--- src/rtl/focus_break_interval_timer_unit_macros.svh ---
// Assertion macros for the timer RTL.
`ifndef FOCUS_BREAK_INTERVAL_TIMER_UNIT_MACROS_SVH
`define FOCUS_BREAK_INTERVAL_TIMER_UNIT_MACROS_SVH

`ifndef ASSERT_OFF

`define FBIT_ASSERT_SAME(label, clk, rst_n, ante, cons) \
	label: assert property (@(posedge clk) disable iff (!rst_n) (ante) |-> (cons)) \
		else $error("assertion failed: same-cycle implication");

`define FBIT_ASSERT_NEXT(label, clk, rst_n, ante, cons) \
	label: assert property (@(posedge clk) disable iff (!rst_n) (ante) |=> (cons)) \
		else $error("assertion failed: next-cycle implication");

`else

`define FBIT_ASSERT_SAME(label, clk, rst_n, ante, cons)

`define FBIT_ASSERT_NEXT(label, clk, rst_n, ante, cons)

`endif

`endif

--- src/rtl/fbit_pkg.sv ---
package fbit_pkg;

	localparam int COUNT_WIDTH = 16;
	localparam int LEN_W       = 16;
	localparam int STAMP_W     = 32;
	localparam int SUB_W       = 10;
	localparam int TOTAL_W     = STAMP_W + 1;
	localparam int SECS_W      = 24;
	localparam int CFG_IDX_W   = 1;
	localparam int OUT_DATA_W  = 32;

	localparam logic [LEN_W-1:0] FOCUS_RESET = LEN_W'(25 * 60);
	localparam logic [LEN_W-1:0] BREAK_RESET = LEN_W'(5 * 60);

	localparam logic [SUB_W-1:0] MS_PER_SECOND = SUB_W'(1000);

	// floor(x / 1000) = floor(floor(x / 8) / 125); reciprocal of 125 scaled by 2^37
	localparam int               RECIP_SHIFT = 37;
	localparam int               RECIP_W     = 31;
	localparam logic [RECIP_W-1:0] RECIP_125 = RECIP_W'(1099511628);

	localparam logic [TOTAL_W-1:0] COUNT_MAX =
		(TOTAL_W'(1) << COUNT_WIDTH) - TOTAL_W'(1);

	localparam logic [CFG_IDX_W-1:0] REG_FOCUS_LEN = CFG_IDX_W'(0);
	localparam logic [CFG_IDX_W-1:0] REG_BREAK_LEN = CFG_IDX_W'(1);

	localparam logic [2:0] KIND_TICK         = 3'd0;
	localparam logic [2:0] KIND_PREV_PAGE    = 3'd1;
	localparam logic [2:0] KIND_NEXT_PAGE    = 3'd2;
	localparam logic [2:0] KIND_CENTER_SHORT = 3'd3;
	localparam logic [2:0] KIND_CENTER_LONG  = 3'd4;
	localparam logic [2:0] KIND_CONSUME      = 3'd5;

	localparam logic [1:0] PAGE_OVERVIEW = 2'd0;
	localparam logic [1:0] PAGE_ACTIVITY = 2'd1;
	localparam logic [1:0] PAGE_FOCUS    = 2'd2;

	localparam logic PHASE_FOCUS = 1'b0;
	localparam logic PHASE_BREAK = 1'b1;

	localparam logic [3:0] FB_NONE      = 4'd0;
	localparam logic [3:0] FB_PAUSED    = 4'd4;
	localparam logic [3:0] FB_RESUMED   = 4'd5;
	localparam logic [3:0] FB_STARTED   = 4'd6;
	localparam logic [3:0] FB_VOICE_OFF = 4'd7;
	localparam logic [3:0] FB_RESET     = 4'd8;

	typedef enum logic [1:0] {
		RUN_READY  = 2'd0,
		RUN_ACTIVE = 2'd1,
		RUN_PAUSED = 2'd2
	} run_t;

	typedef struct packed {
		logic                  completed;
		logic                  voice_off;
		logic [3:0]            feedback;
		logic [15:0]           seconds_left;
		run_t                  run_state;
		logic                  phase;
		logic [1:0]            page;
	} fbit_res_t;

	function automatic logic [COUNT_WIDTH-1:0] reload(input logic [LEN_W-1:0] len);
		logic [TOTAL_W-1:0] v;
		v = TOTAL_W'(len);
		if (v > COUNT_MAX) begin
			return COUNT_MAX[COUNT_WIDTH-1:0];
		end
		return v[COUNT_WIDTH-1:0];
	endfunction

	function automatic logic [3:0] page_feedback(input logic [1:0] page);
		return 4'(page) + 4'd1;
	endfunction

endpackage

--- src/rtl/fbit_div1000.sv ---
module fbit_div1000
	import fbit_pkg::*;
(
	input  logic [TOTAL_W-1:0] total,
	output logic [SECS_W-1:0]  secs,
	output logic [SUB_W-1:0]   rem_ms
);

	logic [TOTAL_W-4:0]             eighths;
	logic [TOTAL_W-3+RECIP_W-1:0]   prod;
	logic [TOTAL_W:0]               whole_ms;
	logic [TOTAL_W-1:0]             diff;

	assign eighths  = total[TOTAL_W-1:3];
	assign prod     = (TOTAL_W-3+RECIP_W)'(eighths) * (TOTAL_W-3+RECIP_W)'(RECIP_125);
	assign secs     = SECS_W'(prod >> RECIP_SHIFT);

	// secs * 1000 = secs * 1024 - secs * 16 - secs * 8
	assign whole_ms = ((TOTAL_W+1)'(secs) << 10) - ((TOTAL_W+1)'(secs) << 4)
		- ((TOTAL_W+1)'(secs) << 3);
	assign diff     = total - whole_ms[TOTAL_W-1:0];
	assign rem_ms   = diff[SUB_W-1:0];

endmodule

--- src/rtl/fbit_core.sv ---
`include "focus_break_interval_timer_unit_macros.svh"

module fbit_core
	import fbit_pkg::*;
(
	input  logic               clk,
	input  logic               arst_n,
	input  logic               upd,
	input  logic [2:0]         kind,
	input  logic [STAMP_W-1:0] now_ms,
	input  logic [LEN_W-1:0]   focus_len,
	input  logic [LEN_W-1:0]   break_len,
	output fbit_res_t          res
);

	logic [1:0]             page_q, page_d;
	logic                   phase_q, phase_d;
	run_t                   run_q, run_d;
	logic [COUNT_WIDTH-1:0] cnt_q, cnt_d;
	logic [STAMP_W-1:0]     stamp_q, stamp_d;
	logic [SUB_W-1:0]       sub_q, sub_d;
	logic                   done_q, done_d;
	logic [3:0]             fb_q, fb_d;
	logic                   voice, comp;

	logic [STAMP_W-1:0]     elapsed;
	logic [TOTAL_W-1:0]     total;
	logic [SECS_W-1:0]      secs;
	logic [SUB_W-1:0]       rem_ms;

	logic                   adv_phase;
	run_t                   adv_run;
	logic [COUNT_WIDTH-1:0] adv_cnt;
	logic [SUB_W-1:0]       adv_sub;
	logic                   adv_done;

	assign elapsed = now_ms - stamp_q;
	assign total   = TOTAL_W'(elapsed) + TOTAL_W'(sub_q);

	fbit_div1000 u_div (
		.total  (total),
		.secs   (secs),
		.rem_ms (rem_ms)
	);

	// elapsed-time step of a running countdown
	always_comb begin
		adv_phase = phase_q;
		adv_run   = run_q;
		adv_cnt   = cnt_q;
		adv_sub   = rem_ms;
		adv_done  = done_q;
		if (secs != '0) begin
			if (TOTAL_W'(secs) < TOTAL_W'(cnt_q)) begin
				adv_cnt = cnt_q - COUNT_WIDTH'(secs);
			end else begin
				adv_phase = ~phase_q;
				adv_cnt   = reload(phase_q ? focus_len : break_len);
				adv_run   = RUN_READY;
				adv_sub   = '0;
				adv_done  = 1'b1;
			end
		end
	end

	always_comb begin
		page_d  = page_q;
		phase_d = phase_q;
		run_d   = run_q;
		cnt_d   = cnt_q;
		stamp_d = stamp_q;
		sub_d   = sub_q;
		done_d  = done_q;
		fb_d    = fb_q;
		voice   = 1'b0;
		comp    = 1'b0;
		case (kind)
			KIND_TICK: begin
				if (run_q == RUN_ACTIVE) begin
					phase_d = adv_phase;
					run_d   = adv_run;
					cnt_d   = adv_cnt;
					stamp_d = now_ms;
					sub_d   = adv_sub;
					done_d  = adv_done;
				end
			end
			KIND_PREV_PAGE: begin
				page_d = (page_q == PAGE_OVERVIEW) ? PAGE_FOCUS : page_q - 2'd1;
				fb_d   = page_feedback(page_d);
			end
			KIND_NEXT_PAGE: begin
				page_d = (page_q >= PAGE_FOCUS) ? PAGE_OVERVIEW : page_q + 2'd1;
				fb_d   = page_feedback(page_d);
			end
			KIND_CENTER_SHORT: begin
				page_d = PAGE_FOCUS;
				if (run_q == RUN_ACTIVE) begin
					phase_d = adv_phase;
					cnt_d   = adv_cnt;
					stamp_d = now_ms;
					sub_d   = adv_sub;
					done_d  = adv_done;
					if (adv_run == RUN_ACTIVE) begin
						run_d = RUN_PAUSED;
						fb_d  = FB_PAUSED;
					end else begin
						run_d = adv_run;
					end
				end else begin
					fb_d    = (run_q == RUN_PAUSED) ? FB_RESUMED : FB_STARTED;
					run_d   = RUN_ACTIVE;
					stamp_d = now_ms;
				end
			end
			KIND_CENTER_LONG: begin
				if (page_q != PAGE_FOCUS) begin
					fb_d  = FB_VOICE_OFF;
					voice = 1'b1;
				end else begin
					phase_d = PHASE_FOCUS;
					run_d   = RUN_READY;
					cnt_d   = reload(focus_len);
					sub_d   = '0;
					done_d  = 1'b0;
					fb_d    = FB_RESET;
				end
			end
			KIND_CONSUME: begin
				comp   = done_q;
				done_d = 1'b0;
			end
			default: begin
			end
		endcase
	end

	always_comb begin
		res.page         = page_d;
		res.phase        = phase_d;
		res.run_state    = run_d;
		res.seconds_left = 16'(cnt_d);
		res.feedback     = fb_d;
		res.voice_off    = voice;
		res.completed    = comp;
	end

	always_ff @(posedge clk or negedge arst_n) begin
		if (!arst_n) begin
			page_q  <= PAGE_OVERVIEW;
			phase_q <= PHASE_FOCUS;
			run_q   <= RUN_READY;
			cnt_q   <= reload(FOCUS_RESET);
			stamp_q <= '0;
			sub_q   <= '0;
			done_q  <= 1'b0;
			fb_q    <= FB_NONE;
		end else if (upd) begin
			page_q  <= page_d;
			phase_q <= phase_d;
			run_q   <= run_d;
			cnt_q   <= cnt_d;
			stamp_q <= stamp_d;
			sub_q   <= sub_d;
			done_q  <= done_d;
			fb_q    <= fb_d;
		end
	end

	`FBIT_ASSERT_SAME(a_sub_below_second, clk, arst_n, 1'b1, sub_q < MS_PER_SECOND)
	`FBIT_ASSERT_NEXT(a_consume_clears, clk, arst_n, upd && kind == KIND_CONSUME, !done_q)
	`FBIT_ASSERT_NEXT(a_short_to_focus, clk, arst_n, upd && kind == KIND_CENTER_SHORT,
		page_q == PAGE_FOCUS)
	`FBIT_ASSERT_NEXT(a_long_resets, clk, arst_n,
		upd && kind == KIND_CENTER_LONG && page_q == PAGE_FOCUS,
		run_q == RUN_READY && phase_q == PHASE_FOCUS && sub_q == '0)
	`FBIT_ASSERT_NEXT(a_expire_ready, clk, arst_n,
		upd && kind == KIND_TICK && run_q == RUN_ACTIVE && adv_run == RUN_READY, done_q)

endmodule

--- src/rtl/focus_break_interval_timer_unit.sv ---
// Channel   | Dir | Fields (tdata/tuser, lowest bit first)
// s_        | in  | tuser: kind[2:0]; tdata: now_ms[31:0]
// m_        | out | tdata: page[1:0] phase[2] run_state[4:3] seconds_left[20:5]
//           |     |        feedback[24:21] voice_off[25] completed[26] zero[31:27]
// cfg_      | in  | index 0 focus_length_seconds, 1 break_length_seconds
//
// One item per cycle while m_tready is high; each item crosses the input and result registers.
// The timer state updates as an item moves from the input register to the result
// register; the divide by 1000 and the countdown update are combinational between them.
// A held result stalls the input register only; the input side stays open while
// the input register is empty.
// arst_n clears all control state; lengths reset to 1500 and 300 seconds.
module focus_break_interval_timer_unit
	import fbit_pkg::*;
(
	input  logic                  clk,
	input  logic                  arst_n,
	input  logic                  s_tvalid,
	output logic                  s_tready,
	input  logic [STAMP_W-1:0]    s_tdata,   // now_ms
	input  logic [2:0]            s_tuser,   // kind
	output logic                  m_tvalid,
	input  logic                  m_tready,
	output logic [OUT_DATA_W-1:0] m_tdata,   // page, phase, run_state, seconds_left,
	                                         // feedback, voice_off, completed
	input  logic                  cfg_we,
	input  logic [CFG_IDX_W-1:0]  cfg_index,
	input  logic [LEN_W-1:0]      cfg_wdata
);

	logic                  v_s1;
	logic [2:0]            kind_s1;
	logic [STAMP_W-1:0]    now_s1;
	logic                  out_valid_q;
	fbit_res_t             out_res_q;
	fbit_res_t             res;
	logic [LEN_W-1:0]      focus_len_q;
	logic [LEN_W-1:0]      break_len_q;
	logic                  fire;

	assign fire     = v_s1 && (!out_valid_q || m_tready);
	assign s_tready = !v_s1 || fire;

	always_ff @(posedge clk or negedge arst_n) begin
		if (!arst_n) begin
			focus_len_q <= FOCUS_RESET;
			break_len_q <= BREAK_RESET;
		end else if (cfg_we) begin
			case (cfg_index)
				REG_FOCUS_LEN: focus_len_q <= cfg_wdata;
				REG_BREAK_LEN: break_len_q <= cfg_wdata;
				default: begin
				end
			endcase
		end
	end

	always_ff @(posedge clk or negedge arst_n) begin
		if (!arst_n) begin
			v_s1 <= 1'b0;
		end else if (s_tready) begin
			v_s1 <= s_tvalid;
		end
	end

	always_ff @(posedge clk) begin
		if (s_tready && s_tvalid) begin
			kind_s1 <= s_tuser;
			now_s1  <= s_tdata;
		end
	end

	fbit_core u_core (
		.clk       (clk),
		.arst_n    (arst_n),
		.upd       (fire),
		.kind      (kind_s1),
		.now_ms    (now_s1),
		.focus_len (focus_len_q),
		.break_len (break_len_q),
		.res       (res)
	);

	always_ff @(posedge clk or negedge arst_n) begin
		if (!arst_n) begin
			out_valid_q <= 1'b0;
		end else if (fire) begin
			out_valid_q <= 1'b1;
		end else if (m_tready) begin
			out_valid_q <= 1'b0;
		end
	end

	always_ff @(posedge clk) begin
		if (fire) begin
			out_res_q <= res;
		end
	end

	assign m_tvalid = out_valid_q;
	assign m_tdata  = OUT_DATA_W'(out_res_q);

endmodule
--- config.mk ---
export PLATFORM = sky130hd
export DESIGN_NAME = focus_break_interval_timer_unit
export DESIGN_NICKNAME = d
export VERILOG_FILES = /design/src/rtl/fbit_pkg.sv /design/src/rtl/fbit_div1000.sv /design/src/rtl/fbit_core.sv /design/src/rtl/focus_break_interval_timer_unit.sv
export VERILOG_INCLUDE_DIRS = /design/src /design/src/rtl
export SDC_FILE = /design/constraint.sdc
export NUM_CORES = 1
export LEC_CHECK = 0
export ABC_AREA = 0
export BUFFER_PORTS_ARGS = -buffer_cell sky130_fd_sc_hd__clkbuf_2
export CORE_MARGIN = 2
export CORE_UTILIZATION = 60
export DETAILED_ROUTE_END_ITERATION = 6
export GPL_ROUTABILITY_DRIVEN = 0
export PLACE_DENSITY = 0.85
export SYNTH_ARGS = -nofsm -noshare
export SYNTH_HDL_FRONTEND = slang
export SYNTH_SLANG_ARGS = --single-unit
export TNS_END_PERCENT = 10
--- constraint.sdc ---
create_clock -name clk -period 24.6 [get_ports clk]
set_clock_uncertainty 0.2 [all_clocks]
set_input_delay 2.46 -clock clk [delete_from_list [all_inputs] [get_ports clk]]
set_output_delay 2.46 -clock clk [all_outputs]
set_load 0.05 [all_outputs]
==> results.md <==
- Register-to-register path setup slack: 9070 ps
- Chip Height: 210 um
- GR Overflow Total: 0
- Layout cells sized above 1: 0.103
- CP Max Fanout: 24
- CP Launch Type: register
- CTS Sinks: 164
- Cell mode on critical path: inv_1
- Fillers: 3110
- Worst Setup EP: m_tdata[10]
- Worst slew pin tran: 1260 ps
- Fin nets: 3490
- Crit end category: register
- RSZ-0062 raised after global routing: no
- Crit-path max cell delay: 910 ps
- Setup-failing EPs final: 0
- Synth warnings: 0
- H-tree Lvls: 4
- Register area share after synthesis: 0.175
- CP bufs+invs: 10
- Input/output buffers: 85
- Syn Std Cell Area: 0.0254 mm^2
- Cells after Synth: 2610
- Initial antenna violation count: 0
- First-pass GRT wire length: 111000 um
- P&R area growth vs syn: 6.83%
- Number of flops mapped to enable cells by yosys: 62
- Crit. path cell count: 53
- Hold slack: 290 ps
- Finished Cell Area: 0.0271 mm^2
- Hold Path Stages: 1
- Io pins: 91
- Vias: 20200
- Syn avg cell area: 9.73 um^2
- X dimension of the die: 210 um
- Die Area: 0.0440 mm^2
- Register bit count reported by yosys: 164
- Crit path max-delay cell type: xor2_1
- Global Route Usage Sum: 0.319
- Critical path class: register to register
- Setup Fix Bufs, Post-CTS: 0
- Clock slew at reported path FFs: 70 ps
- Period minus WS final: 15530 ps
- # resized after CTS: 0
- Drc violations: 0
- Root Buffer Master: clkbuf_16
- Rel. slew slack: 0.158
- Synth cell types: 85
- Setup crit start: now_s1[0]
- CTS Buf Count: 17
- Req. time, crit path: 24590 ps
- DRT iter0 DRCs: 1719
- Starting Density: 0.607
- Fraction of registers with async set/reset: 0.622
- Largest net degree at the start of global routing: 73
- Hold_buf cts: 0
- ANT nets after route: 0
- RR Startpoint: now_s1[0]
- Core area: 0.0419 mm^2
- Clock tree from TritonCTS: done
- Vias/cell: 6.22
- Max Freq: 64.4 MHz
- R2R depth: 53
- Vias in the first global route: 21600
- Maxcap violations: 0
- # diodes: 0
- Clock Latency Late Sink: 450 ps
- Critical Path AT: 15520 ps
- Critical path's top delay family: adder cells
- Routed WL: 67900 um
- Setup TNS: 0 ps
- Top_reg_cell synth: dfrtp_1
- # rows: 75
- Placed Area: 0.0265 mm^2
- Max-slew violations: 0
- Clock tree buffer depth: 2
- Hold/Removal Path Class: register to register
- DRT Pass-1 Iters: 7
- Wire per inst: 20.9 um
- Run status: completed
- Final Cycle Share: 0.631
- Dpl hpwl: 55000 um
- R2r endpoint: m_tdata[10]
- Final Hold Fails: 0
-- worst min-delay path by stage --
stage,startpoint,to,slack [ps]
4_1_cts,u_core.fb_q[3],u_core.fb_q[3],290
3_3_place_gp,u_core.fb_q[3],u_core.fb_q[3],260
3_5_place_dp,u_core.fb_q[3],u_core.fb_q[3],270
6_report,u_core.fb_q[3],u_core.fb_q[3],290
2_1_floorplan,u_core.fb_q[3],u_core.fb_q[3],250
5_1_grt,u_core.fb_q[3],u_core.fb_q[3],300
-- metal layers --
metal | routed length, um | GRT usage
met2 | 33100 | 0.554
met3 | 5670 | 0.0585
met5 | 0 | 0
met1 | 24900 | 0.376
met4 | 4200 | 0.171
-- logic make-up (layout without fill, tap and decap cells) --
logic type	Yosys count	count (layout)	synth area share
multiplexers	101	101	0.0435
XOR/XNOR	94	94	0.0324
other	1	5	0.000148
buffers and inverters	633	724	0.0954
AND/OR/NAND/NOR	430	430	0.0845
AO/OA/AOI/OAI	446	446	0.120
adder cells (fa/ha/maj)	741	741	0.449
flip-flops	164	164	0.175
-- final cells by class --
class | count | area, um^2 | share of cell area
clock buffer | 17 | 425 | 0.0157
timing repair buffer | 119 | 683 | 0.0252
multi-input combinational | 1817 | 18600 | 0.685
tap | 539 | 674 | 0.0249
sequential | 164 | 4440 | 0.164
clock inverter | 15 | 185 | 0.00682
inverter | 573 | 2150 | 0.0793
-- cell usage in the layout, fill, tap and decap left out, types with 62 or more instances in the layout --
| master | count |
|---|---|
| inv_1 | 572 |
| ha_1 | 456 |
| fa_1 | 285 |
| nand2_1 | 114 |
| a21oi_1 | 113 |
| nor2_1 | 101 |
| dfrtp_1 | 84 |
| clkbuf_2 | 84 |
| o21ai_0 | 78 |
| mux2_2 | 76 |
| edfxtp_1 | 62 |
-- state kept, by name (all words and copies together), names as in the netlist --
name	count
u_core.sub_q	10
u_core.page_q	2
u_core.cnt_q	16
u_core.phase_q	1
u_core.fb_q	4
focus_len_q	16
break_len_q	16
u_core.done_q	1
u_core.run_q	2
u_core.stamp_q	32
kind_s1	3
now_s1	32
m_tdata	27
m_tvalid	1
v_s1	1
-- synthesized netlist by cell type (6+ instances only) --
master,count,area (um^2)
inv_1,573,2150
ha_1,456,5710
fa_1,285,5710
nand2_1,114,428
a21oi_1,113,566
nor2_1,101,379
dfrtp_1,84,2100
o21ai_0,79,395
mux2_2,76,856
edfxtp_1,62,1860
xnor2_1,60,526
clkbuf_1,44,165
a21o_1,43,323
nor3_1,39,195
xor2_1,34,298
nand3_1,32,160
nand4_1,27,169
mux2i_1,25,250
o21a_1,22,165
and3_1,18,113
dfstp_2,18,473
nor2b_1,18,113
and2_1,17,106
nand2b_1,17,106
a211oi_1,16,120
a31oi_1,16,100
a221o_1,15,150
a221oi_1,11,96.3
o211ai_1,10,75.1
o21bai_1,10,75.1
a22o_1,9,78.8
buf_4,9,67.6
or3_1,9,56.3
a21boi_0,8,60.1
a311oi_1,7,61.3
a31o_2,7,61.3
o22ai_1,7,43.8
and4_1,6,52.6
nor4_1,6,37.5
-- per-stage QoR --
stage	setup WS, ps	util	instances
finish	9070	0.648	3244
floorplan	11890	-	2614
global route	8450	0.648	3244
CTS	9600	0.648	3244
detailed placement	9750	0.634	3212
global placement	10300	0.634	3212
Power is left out: the tool's default activity adds up to more than one toggle a clock period on the data nets, which glitch-free logic cannot reach.
